### src/rtl/ctpll_pkg.sv
// ----------------------------------------------------------------------------
// ctpll_pkg: shared constants and helpers for the carrier tracking PLL
// CORDIC arctangent table, register indexes, reset values and widths
// ----------------------------------------------------------------------------
`default_nettype none

package ctpll_pkg;

  // number of CORDIC iterations for rotation and for vectoring (8 to 24)
  localparam int CORDIC_STAGES = 16;
  localparam int ITER_W        = $clog2(CORDIC_STAGES);
  localparam int ATAN_LEN      = 24;
  localparam int ATAN_IDX_W    = 5;

  // datapath widths
  localparam int XY_W   = 27;
  localparam int MULB_W = 31;
  localparam int PROD_W = XY_W + MULB_W;
  localparam int GAIN_W = 24;
  localparam int ROT_W  = 17;
  localparam int ERR_W  = 16;

  // 1/K of the CORDIC in Q30
  localparam logic signed [MULB_W-1:0] KINV_Q30 = 31'sd652032875;
  localparam logic signed [ROT_W-1:0]  ROT_MAX  = 17'sd46341;

  // register indexes
  localparam logic [1:0] REG_PROP_GAIN  = 2'd0;
  localparam logic [1:0] REG_INTEG_GAIN = 2'd1;

  // register reset values
  localparam logic [GAIN_W-1:0] PROP_GAIN_RST  = 24'd1115384;
  localparam logic [GAIN_W-1:0] INTEG_GAIN_RST = 24'd5903;

  // arctangent of 2^-i in turns scaled by 2^32
  function automatic logic [31:0] atan_turns(input logic [ATAN_IDX_W-1:0] idx);
    logic [31:0] v;
    case (idx)
      5'd0:    v = 32'd536870912;
      5'd1:    v = 32'd316933406;
      5'd2:    v = 32'd167458907;
      5'd3:    v = 32'd85004756;
      5'd4:    v = 32'd42667331;
      5'd5:    v = 32'd21354465;
      5'd6:    v = 32'd10679838;
      5'd7:    v = 32'd5340245;
      5'd8:    v = 32'd2670163;
      5'd9:    v = 32'd1335087;
      5'd10:   v = 32'd667544;
      5'd11:   v = 32'd333772;
      5'd12:   v = 32'd166886;
      5'd13:   v = 32'd83443;
      5'd14:   v = 32'd41722;
      5'd15:   v = 32'd20861;
      5'd16:   v = 32'd10430;
      5'd17:   v = 32'd5215;
      5'd18:   v = 32'd2608;
      5'd19:   v = 32'd1304;
      5'd20:   v = 32'd652;
      5'd21:   v = 32'd326;
      5'd22:   v = 32'd163;
      5'd23:   v = 32'd81;
      default: v = 32'd0;
    endcase
    return v;
  endfunction

  // round the 1/K product half up to the sample scale and saturate
  function automatic logic signed [ROT_W-1:0] descale(input logic signed [PROD_W-1:0] p);
    logic signed [PROD_W-1:0] s;
    logic signed [19:0]       r;
    logic signed [ROT_W-1:0]  o;
    s = p + (PROD_W'(1) <<< 37);
    r = s[PROD_W-1:38];
    if (r > 20'(ROT_MAX)) begin
      o = ROT_MAX;
    end else if (r < -20'(ROT_MAX)) begin
      o = -ROT_MAX;
    end else begin
      o = r[ROT_W-1:0];
    end
    return o;
  endfunction

endpackage

`default_nettype wire

### src/rtl/carrier_tracking_pll_top.sv
// ----------------------------------------------------------------------------
// carrier_tracking_pll_top: second-order carrier tracking PLL
// derotation by the NCO, CORDIC atan2 phase detector and PI loop filter
// ----------------------------------------------------------------------------
// One complex sample per transfer. A single CORDIC unit first rotates the
// sample by minus the NCO phase, a single 27x31 multiplier scales by 1/K,
// then the same CORDIC measures the angle of the derotated sample, and the
// multiplier forms the proportional term and the integrator increment.
// When the derotated sample is zero the vectoring pass is skipped and the
// phase error is taken as zero. s_tready is low while an item is in work.
// The result sits in an output register, so the next sample is taken while
// the last result is still waiting. Configuration writes are taken any
// time but belong in idle periods.
`default_nettype none

module carrier_tracking_pll_top
  import ctpll_pkg::*;
(
  input  wire logic          clk,
  input  wire logic          rst,
  // input sample stream
  input  wire logic          s_tvalid,
  output logic               s_tready,
  input  wire logic [31:0]   s_tdata,   // i_sample[15:0], q_sample[31:16]
  input  wire logic          s_tlast,   // slice_last
  // result stream
  output logic               m_tvalid,
  input  wire logic          m_tready,
  output logic [119:0]       m_tdata,   // rot_i[16:0], rot_q[33:17], phase_error[49:34],
                                        // prop_term[81:50], freq_estimate[113:82], zero
  output logic               m_tlast,   // slice_last_out
  // configuration
  input  wire logic          cfg_we,
  input  wire logic [1:0]    cfg_addr,
  input  wire logic [23:0]   cfg_data
);

  typedef enum logic [3:0] {
    S_IDLE, S_ROT, S_MUL_X, S_MUL_Y, S_DESC_Y, S_VEC_INIT, S_VEC,
    S_ERR, S_MUL_P, S_MUL_I, S_UPD, S_PHASE
  } state_t;

  state_t state;

  logic [GAIN_W-1:0]        prop_gain;
  logic [GAIN_W-1:0]        integ_gain;
  logic [31:0]              nco_phase;
  logic signed [31:0]       freq_accum;

  logic signed [XY_W-1:0]   x;
  logic signed [XY_W-1:0]   y;
  logic [31:0]              z;
  logic [ITER_W-1:0]        iter;
  logic signed [PROD_W-1:0] prod;
  logic signed [ROT_W-1:0]  rot_i;
  logic signed [ROT_W-1:0]  rot_q;
  logic signed [ERR_W-1:0]  err;
  logic signed [31:0]       prop;
  logic                     last;

  logic signed [ROT_W-1:0]  o_rot_i;
  logic signed [ROT_W-1:0]  o_rot_q;
  logic signed [ERR_W-1:0]  o_err;
  logic signed [31:0]       o_prop;
  logic signed [31:0]       o_freq;
  logic                     o_last;

  // input sample, prescaled by 2^8
  logic signed [XY_W-1:0]   in_x;
  logic signed [XY_W-1:0]   in_y;
  logic [31:0]              in_ang;
  logic                     in_flip;

  assign in_x    = {{3{s_tdata[15]}}, s_tdata[15:0], 8'b0};
  assign in_y    = {{3{s_tdata[31]}}, s_tdata[31:16], 8'b0};
  assign in_ang  = 32'd0 - nco_phase;
  assign in_flip = (in_ang > 32'h4000_0000) && (in_ang < 32'hC000_0000);

  // derotated sample, prescaled for the vectoring pass
  logic signed [XY_W-1:0]   vec_x;
  logic signed [XY_W-1:0]   vec_y;

  assign vec_x = {{2{rot_i[ROT_W-1]}}, rot_i, 8'b0};
  assign vec_y = {{2{rot_q[ROT_W-1]}}, rot_q, 8'b0};

  // shared cordic iteration
  logic                     dir_pos;
  logic signed [XY_W-1:0]   x_sh;
  logic signed [XY_W-1:0]   y_sh;
  logic [31:0]              atan_v;
  logic signed [XY_W-1:0]   x_next;
  logic signed [XY_W-1:0]   y_next;
  logic [31:0]              z_next;
  logic                     iter_last;

  always_comb begin
    dir_pos = (state == S_ROT) ? !z[31] : y[XY_W-1];
    x_sh    = x >>> iter;
    y_sh    = y >>> iter;
    atan_v  = atan_turns(ATAN_IDX_W'(iter));
    if (dir_pos) begin
      x_next = x - y_sh;
      y_next = y + x_sh;
      z_next = z - atan_v;
    end else begin
      x_next = x + y_sh;
      y_next = y - x_sh;
      z_next = z + atan_v;
    end
  end

  assign iter_last = (iter == ITER_W'(CORDIC_STAGES - 1));

  // shared multiplier operand select
  logic signed [XY_W-1:0]   mul_a;
  logic signed [MULB_W-1:0] mul_b;

  always_comb begin
    case (state)
      S_MUL_X: begin
        mul_a = x;
        mul_b = KINV_Q30;
      end
      S_MUL_Y: begin
        mul_a = y;
        mul_b = KINV_Q30;
      end
      S_MUL_P: begin
        mul_a = XY_W'(err);
        mul_b = {7'b0, prop_gain};
      end
      default: begin
        mul_a = XY_W'(err);
        mul_b = {7'b0, integ_gain};
      end
    endcase
  end

  // scaled product terms and saturating integrator
  logic signed [31:0]       prod_sh;
  logic signed [32:0]       acc_sum;
  logic signed [31:0]       acc_sat;
  logic [31:0]              err_round;

  assign prod_sh   = prod[39:8];
  assign acc_sum   = 33'(freq_accum) + 33'(prod_sh);
  assign err_round = z + 32'h0000_8000;

  always_comb begin
    if (acc_sum[32] != acc_sum[31]) begin
      acc_sat = acc_sum[32] ? 32'sh8000_0000 : 32'sh7FFF_FFFF;
    end else begin
      acc_sat = acc_sum[31:0];
    end
  end

  logic out_free;
  assign out_free = !m_tvalid || m_tready;

  // multiplier output register
  always_ff @(posedge clk) begin
    prod <= mul_a * mul_b;
  end

  // sequencer, loop state and result register
  always_ff @(posedge clk) begin
    if (rst) begin
      state      <= S_IDLE;
      prop_gain  <= PROP_GAIN_RST;
      integ_gain <= INTEG_GAIN_RST;
      nco_phase  <= '0;
      freq_accum <= '0;
      m_tvalid   <= 1'b0;
    end else begin
      if (cfg_we) begin
        unique case (cfg_addr)
          REG_PROP_GAIN:  prop_gain  <= cfg_data;
          REG_INTEG_GAIN: integ_gain <= cfg_data;
          default: ;
        endcase
      end

      // result valid: set on load, cleared on transfer
      if (state == S_PHASE && out_free) begin
        m_tvalid <= 1'b1;
      end else if (m_tvalid && m_tready) begin
        m_tvalid <= 1'b0;
      end

      unique case (state)
        S_IDLE: begin
          if (s_tvalid) begin
            x     <= in_flip ? -in_x : in_x;
            y     <= in_flip ? -in_y : in_y;
            z     <= in_flip ? in_ang + 32'h8000_0000 : in_ang;
            iter  <= '0;
            last  <= s_tlast;
            state <= S_ROT;
          end
        end
        S_ROT: begin
          x    <= x_next;
          y    <= y_next;
          z    <= z_next;
          iter <= iter + ITER_W'(1);
          if (iter_last) begin
            state <= S_MUL_X;
          end
        end
        S_MUL_X: state <= S_MUL_Y;
        S_MUL_Y: begin
          rot_i <= descale(prod);
          state <= S_DESC_Y;
        end
        S_DESC_Y: begin
          rot_q <= descale(prod);
          state <= S_VEC_INIT;
        end
        S_VEC_INIT: begin
          if (rot_i == '0 && rot_q == '0) begin
            err   <= '0;
            state <= S_MUL_P;
          end else begin
            x     <= rot_i[ROT_W-1] ? -vec_x : vec_x;
            y     <= rot_i[ROT_W-1] ? -vec_y : vec_y;
            z     <= rot_i[ROT_W-1] ? 32'h8000_0000 : 32'h0;
            iter  <= '0;
            state <= S_VEC;
          end
        end
        S_VEC: begin
          x    <= x_next;
          y    <= y_next;
          z    <= z_next;
          iter <= iter + ITER_W'(1);
          if (iter_last) begin
            state <= S_ERR;
          end
        end
        S_ERR: begin
          err   <= err_round[31:16];
          state <= S_MUL_P;
        end
        S_MUL_P: state <= S_MUL_I;
        S_MUL_I: begin
          prop  <= prod_sh;
          state <= S_UPD;
        end
        S_UPD: begin
          freq_accum <= acc_sat;
          state      <= S_PHASE;
        end
        S_PHASE: begin
          // hold here until the result register is free
          if (out_free) begin
            nco_phase <= nco_phase + prop + freq_accum;
            o_rot_i   <= rot_i;
            o_rot_q   <= rot_q;
            o_err     <= err;
            o_prop    <= prop;
            o_freq    <= freq_accum;
            o_last    <= last;
            state     <= S_IDLE;
          end
        end
        default: state <= S_IDLE;
      endcase
    end
  end

  assign s_tready = (state == S_IDLE);
  assign m_tdata  = {6'b0, o_freq, o_prop, o_err, o_rot_q, o_rot_i};
  assign m_tlast  = o_last;

  // a transfer in always starts a busy period
  assert property (@(posedge clk) disable iff (rst)
    s_tvalid && s_tready |=> !s_tready)
    else $error("input taken while a sample is in work");

  // a result is only loaded into a free output register
  assert property (@(posedge clk) disable iff (rst)
    m_tvalid && !m_tready && state == S_PHASE |=> state == S_PHASE)
    else $error("result overwritten before transfer");

  // derotated values stay within the saturation limits
  assert property (@(posedge clk) disable iff (rst)
    m_tvalid |-> (o_rot_i <= ROT_MAX) && (o_rot_i >= -ROT_MAX)
              && (o_rot_q <= ROT_MAX) && (o_rot_q >= -ROT_MAX))
    else $error("derotated sample out of range");

  // while idle the waiting result reports the current integrator
  assert property (@(posedge clk) disable iff (rst)
    m_tvalid && state == S_IDLE |-> o_freq == freq_accum)
    else $error("frequency estimate differs from integrator");

endmodule

`default_nettype wire
### config.mk
export PLATFORM = sky130hd
export DESIGN_NAME = carrier_tracking_pll_top
export DESIGN_NICKNAME = d
export VERILOG_FILES = /design/src/rtl/ctpll_pkg.sv /design/src/rtl/carrier_tracking_pll_top.sv
export SDC_FILE = /design/constraint.sdc
export NUM_CORES = 2
export LEC_CHECK = 0
export BUFFER_PORTS_ARGS = -buffer_cell sky130_fd_sc_hd__buf_2
export CAP_MARGIN = 20
export CORE_UTILIZATION = 55
export DETAILED_ROUTE_END_ITERATION = 10
export GPL_ROUTABILITY_DRIVEN = 0
export PLACE_DENSITY = 0.74
export SYNTH_ARGS = -nofsm -noshare
export SYNTH_HDL_FRONTEND = slang
export SYNTH_SLANG_ARGS = --single-unit
export TNS_END_PERCENT = 10
### constraint.sdc
create_clock -name clk -period 9.7 [get_ports clk]
set_input_delay 2.91 -clock clk [delete_from_list [all_inputs] [get_ports clk]]
set_output_delay 2.91 -clock clk [all_outputs]
set_load 0.01 [all_outputs]
==> results.sh <==
export IMPL_cts_sinks=485
export IMPL_hold_depth=0
export IMPL_skew_ns=0.04956
export IMPL_drive_gt1_share_pct=8.997
export IMPL_finalInstanceArea_um2=60950
export IMPL_synth_cells=6204
export IMPL_maxCapViolations=0
export IMPL_hold_viol_final=0
export IMPL_synth_mux_area_share_pct=4.660
export IMPL_tns_ns=0
export IMPL_setup_viol=0
export IMPL_hold_start="last"
export IMPL_synthAdderAreaFrac_pct=32.53
export IMPL_grt_overflow=0
export IMPL_max_slew_worst_pin_slew_ns=1.286
export IMPL_relSlewSlack_pct=13.68
export IMPL_period_minus_slack_ns=9.329
export IMPL_ys_warn_count=0
export IMPL_crit_family="adder cells"
export IMPL_routed_via_density=6.198
export IMPL_cts_tree="done"
export IMPL_drt_iter0_drc=5087
export IMPL_ys_flop_type="edfxtp_1"
export IMPL_max_clock_path_buffers=3
export IMPL_report_final_slew_viol_count=0
export IMPL_r2r_slack_ns=0.37
export IMPL_endpoint_kind="flip-flop"
export IMPL_die_w_um=323.0
export IMPL_outcome="complete, no violations"
export IMPL_whs_endpoint="m_tlast"
export IMPL_ys_async_sr_fraction_pct=0
export IMPL_grt_max_degree=79
export IMPL_grt_pass1_wl_mm=270.8
export IMPL_fp_dieArea_um2=104300
export IMPL_postRouteWirelength_mm=177.3
export IMPL_required_ns=10.26
export IMPL_io_buffers=180
export IMPL_synth_xor_area_share_pct=5.411
export IMPL_die_y_um=323.0
export IMPL_worstPathMaxFanout=47
export IMPL_cp_start_kind="flip-flop"
export IMPL_cts_buffers_inserted=53
export IMPL_root_buffer="clkbuf_16"
export IMPL_synth_distinct_cells=106
export IMPL_start_util_pct=55.61
export IMPL_clkTransAtPathRegs_ns=0.06
export IMPL_fillers=8727
export IMPL_min_period_over_period_pct=96.18
export IMPL_num_io_pins=187
export IMPL_place_hpwl_mm=140.1
export IMPL_vias=47650
export IMPL_rows=117
export IMPL_critPathMaxStageDelay_ns=0.75
export IMPL_rsz0062_at_grt="false"
export IMPL_ctsHoldBuffers=0
export IMPL_reg2regPathDepth=27
export IMPL_yosys_area_share_simple_pct=14.88
export IMPL_avgSynthCellArea_um2=9.132
export IMPL_grtUsageTotal_pct=34.00
export IMPL_first_global_vias=46740
export IMPL_hold_slack_ns=0.4217
export IMPL_detail_route_antenna_nets=0
export IMPL_wl_per_cell_um=23.05
export IMPL_arrival_ns=9.89
export IMPL_fmax_ghz=0.1072
export IMPL_path_class="flip-flop to flip-flop"
export IMPL_htreeDepth=2
export IMPL_areaGrowthSynthToFinish_pct=7.579
export IMPL_placed_area_um2=59050
export IMPL_hold_class="flip-flop to flip-flop"
export IMPL_rr_startpoint="state[1]"
export IMPL_drc=0
export IMPL_netlist_area_um2=56660
export IMPL_worstSkewPairLatency_ns=0.68
export IMPL_synth_compound_area_share_pct=12.53
export IMPL_antenna_found_initial=15
export IMPL_synth_top_family_by_area="adder cells"
export IMPL_synth_seq_cells=485
export IMPL_yosysSeqAreaShare_pct=22.23
export IMPL_coreArea_um2=101900
export IMPL_rr_endpoint="prod[47]"
export IMPL_path_buf_inv=6
export IMPL_drt_pass1_iterations=7
export IMPL_nets=7410
export IMPL_synth_edf_count=288
export IMPL_cp_slowest_cell="nor4_1"
-- cells in the mapped netlist, types with 13 or more instances --
library cell  number  area [um^2]
xnor2_1          191         1673
a21o_1           114        855.8
o21ai_0          222         1111
buf_2             23        115.1
o31ai_1           29        217.7
or4_1             17        127.6
nand3_1           94        470.5
nand3b_1          28        210.2
clkbuf_1         230        863.3
mux2i_1           77        770.7
or2_2             23        143.9
nor3b_1           13        97.59
a211oi_1          53        397.9
nor2_1           565         2121
o21a_1            28        210.2
a22oi_1           23        172.7
inv_1            846         3176
dfxtp_1          197         3944
buf_1             17        63.81
a21oi_1          356         1782
nor3_1            78        390.4
nand4_1           31        193.9
and2_1            27        168.9
edfxtp_1         288         8648
a21boi_0          16        120.1
nor4_1            25        156.4
o21bai_1          22        165.2
ha_1             424         5305
or3_1             45        281.5
xor2_1           159         1393
nor2b_1           37        231.5
nand2b_1          56        350.3
mux2_2            34        382.9
and3_1            55        344.1
a31oi_1           32        200.2
fa_1             654        13090
nand2_1          725         2721
o22ai_1           33        206.5
mux4_2            59         1329
o211ai_1          24        180.2
-- metal layers --
layer  part of all wire [%]  track usage (%)
met1                     38            44.77
met2                     44            51.97
met3                     12            7.551
met4                    6.3            19.07
met5                  0.013                0
-- layout by cell type, fill, tap and decap left out, types with 47 or more instances in the layout --
| master | Yosys | layout |
|---|---|---|
| inv_1 | 846 | 845 |
| nand2_1 | 725 | 724 |
| fa_1 | 654 | 654 |
| nor2_1 | 565 | 559 |
| ha_1 | 424 | 424 |
| a21oi_1 | 356 | 351 |
| edfxtp_1 | 288 | 288 |
| o21ai_0 | 222 | 221 |
| dfxtp_1 | 197 | 196 |
| xnor2_1 | 191 | 191 |
| buf_2 | 23 | 179 |
| xor2_1 | 159 | 159 |
| a21o_1 | 114 | 111 |
| buf_4 | 8 | 109 |
| nand3_1 | 94 | 92 |
| mux2i_1 | 77 | 77 |
| nor3_1 | 78 | 77 |
| mux4_2 | 59 | 59 |
| nand2b_1 | 56 | 56 |
| clkbuf_16 | 0 | 54 |
| a211oi_1 | 53 | 52 |
| and3_1 | 55 | 47 |
-- final cells by class --
type	count	area, um^2	share of cell area, %
diodes	8	20.02	0.03284
clock inverters	34	377.9	0.6199
repair buffers	292	1790	2.938
well taps	1368	1712	2.808
inverters	849	3188	5.231
clock buffers	66	1435	2.355
flip-flops and latches	485	12590	20.66
multi-input cells	4587	39830	65.35
-- cell families (layout without fill, tap and decap cells) --
kind of cell             Yosys count  in the layout
AO/OA/AOI/OAI                   1111           1111
buffers and inverters           1137           1241
XOR/XNOR                         350            350
flip-flops                       485            485
adder cells (fa/ha/maj)         1081           1081
AND/OR/NAND/NOR                 1863           1863
multiplexers                     176            176
other                              1             14
-- metrics by stage --
| step | instances | util [%] | setup WS [ns] |
|---|---|---|---|
| final | 7689 | 59.82 | 0.3708 |
| after global routing | 7687 | 59.82 | 0.08382 |
| after global placement | 7579 | 57.94 | 0.2456 |
| after CTS | 7680 | 59.73 | 0.1123 |
| after floorplan | 6209 | - | 0.7726 |
| after detailed placement | 7580 | 57.95 | 0.1512 |
-- how the worst max path moves through the flow --
stage / startpoint / to / slack [ns] / cells past startpoint
after global routing: state[1] / prod[47] / 0.08 / 28
after global placement: state[0] / prod[57] / 0.25 / 27
final: state[1] / prod[47] / 0.37 / 27
after detailed placement: state[0] / prod[57] / 0.15 / 27
after floorplan: m_tready / nco_phase[14] / 0.77 / 5
after CTS: state[0] / prod[57] / 0.11 / 29
-- registers in the layout, indices dropped and copies added (netlist names), 4 cells and up --
signal / count
x: 27
prop_gain: 24
state: 4
y: 27
integ_gain: 24
nco_phase: 32
rot_q: 17
o_prop: 32
o_err: 16
atan_v: 30
prod: 50
o_rot_q: 17
z: 32
rot_i: 17
prop: 32
o_rot_i: 17
err: 16
freq_accum: 32
o_freq: 32
iter: 4
-- repair_timing --
action                     CTS  global route
setup endpoints to repair    0            10
gates resized for setup      0            16
setup buffers                0             0
Power is left out: the tool's default activity adds up to more than one toggle a clock period on the data nets, which glitch-free logic cannot reach.
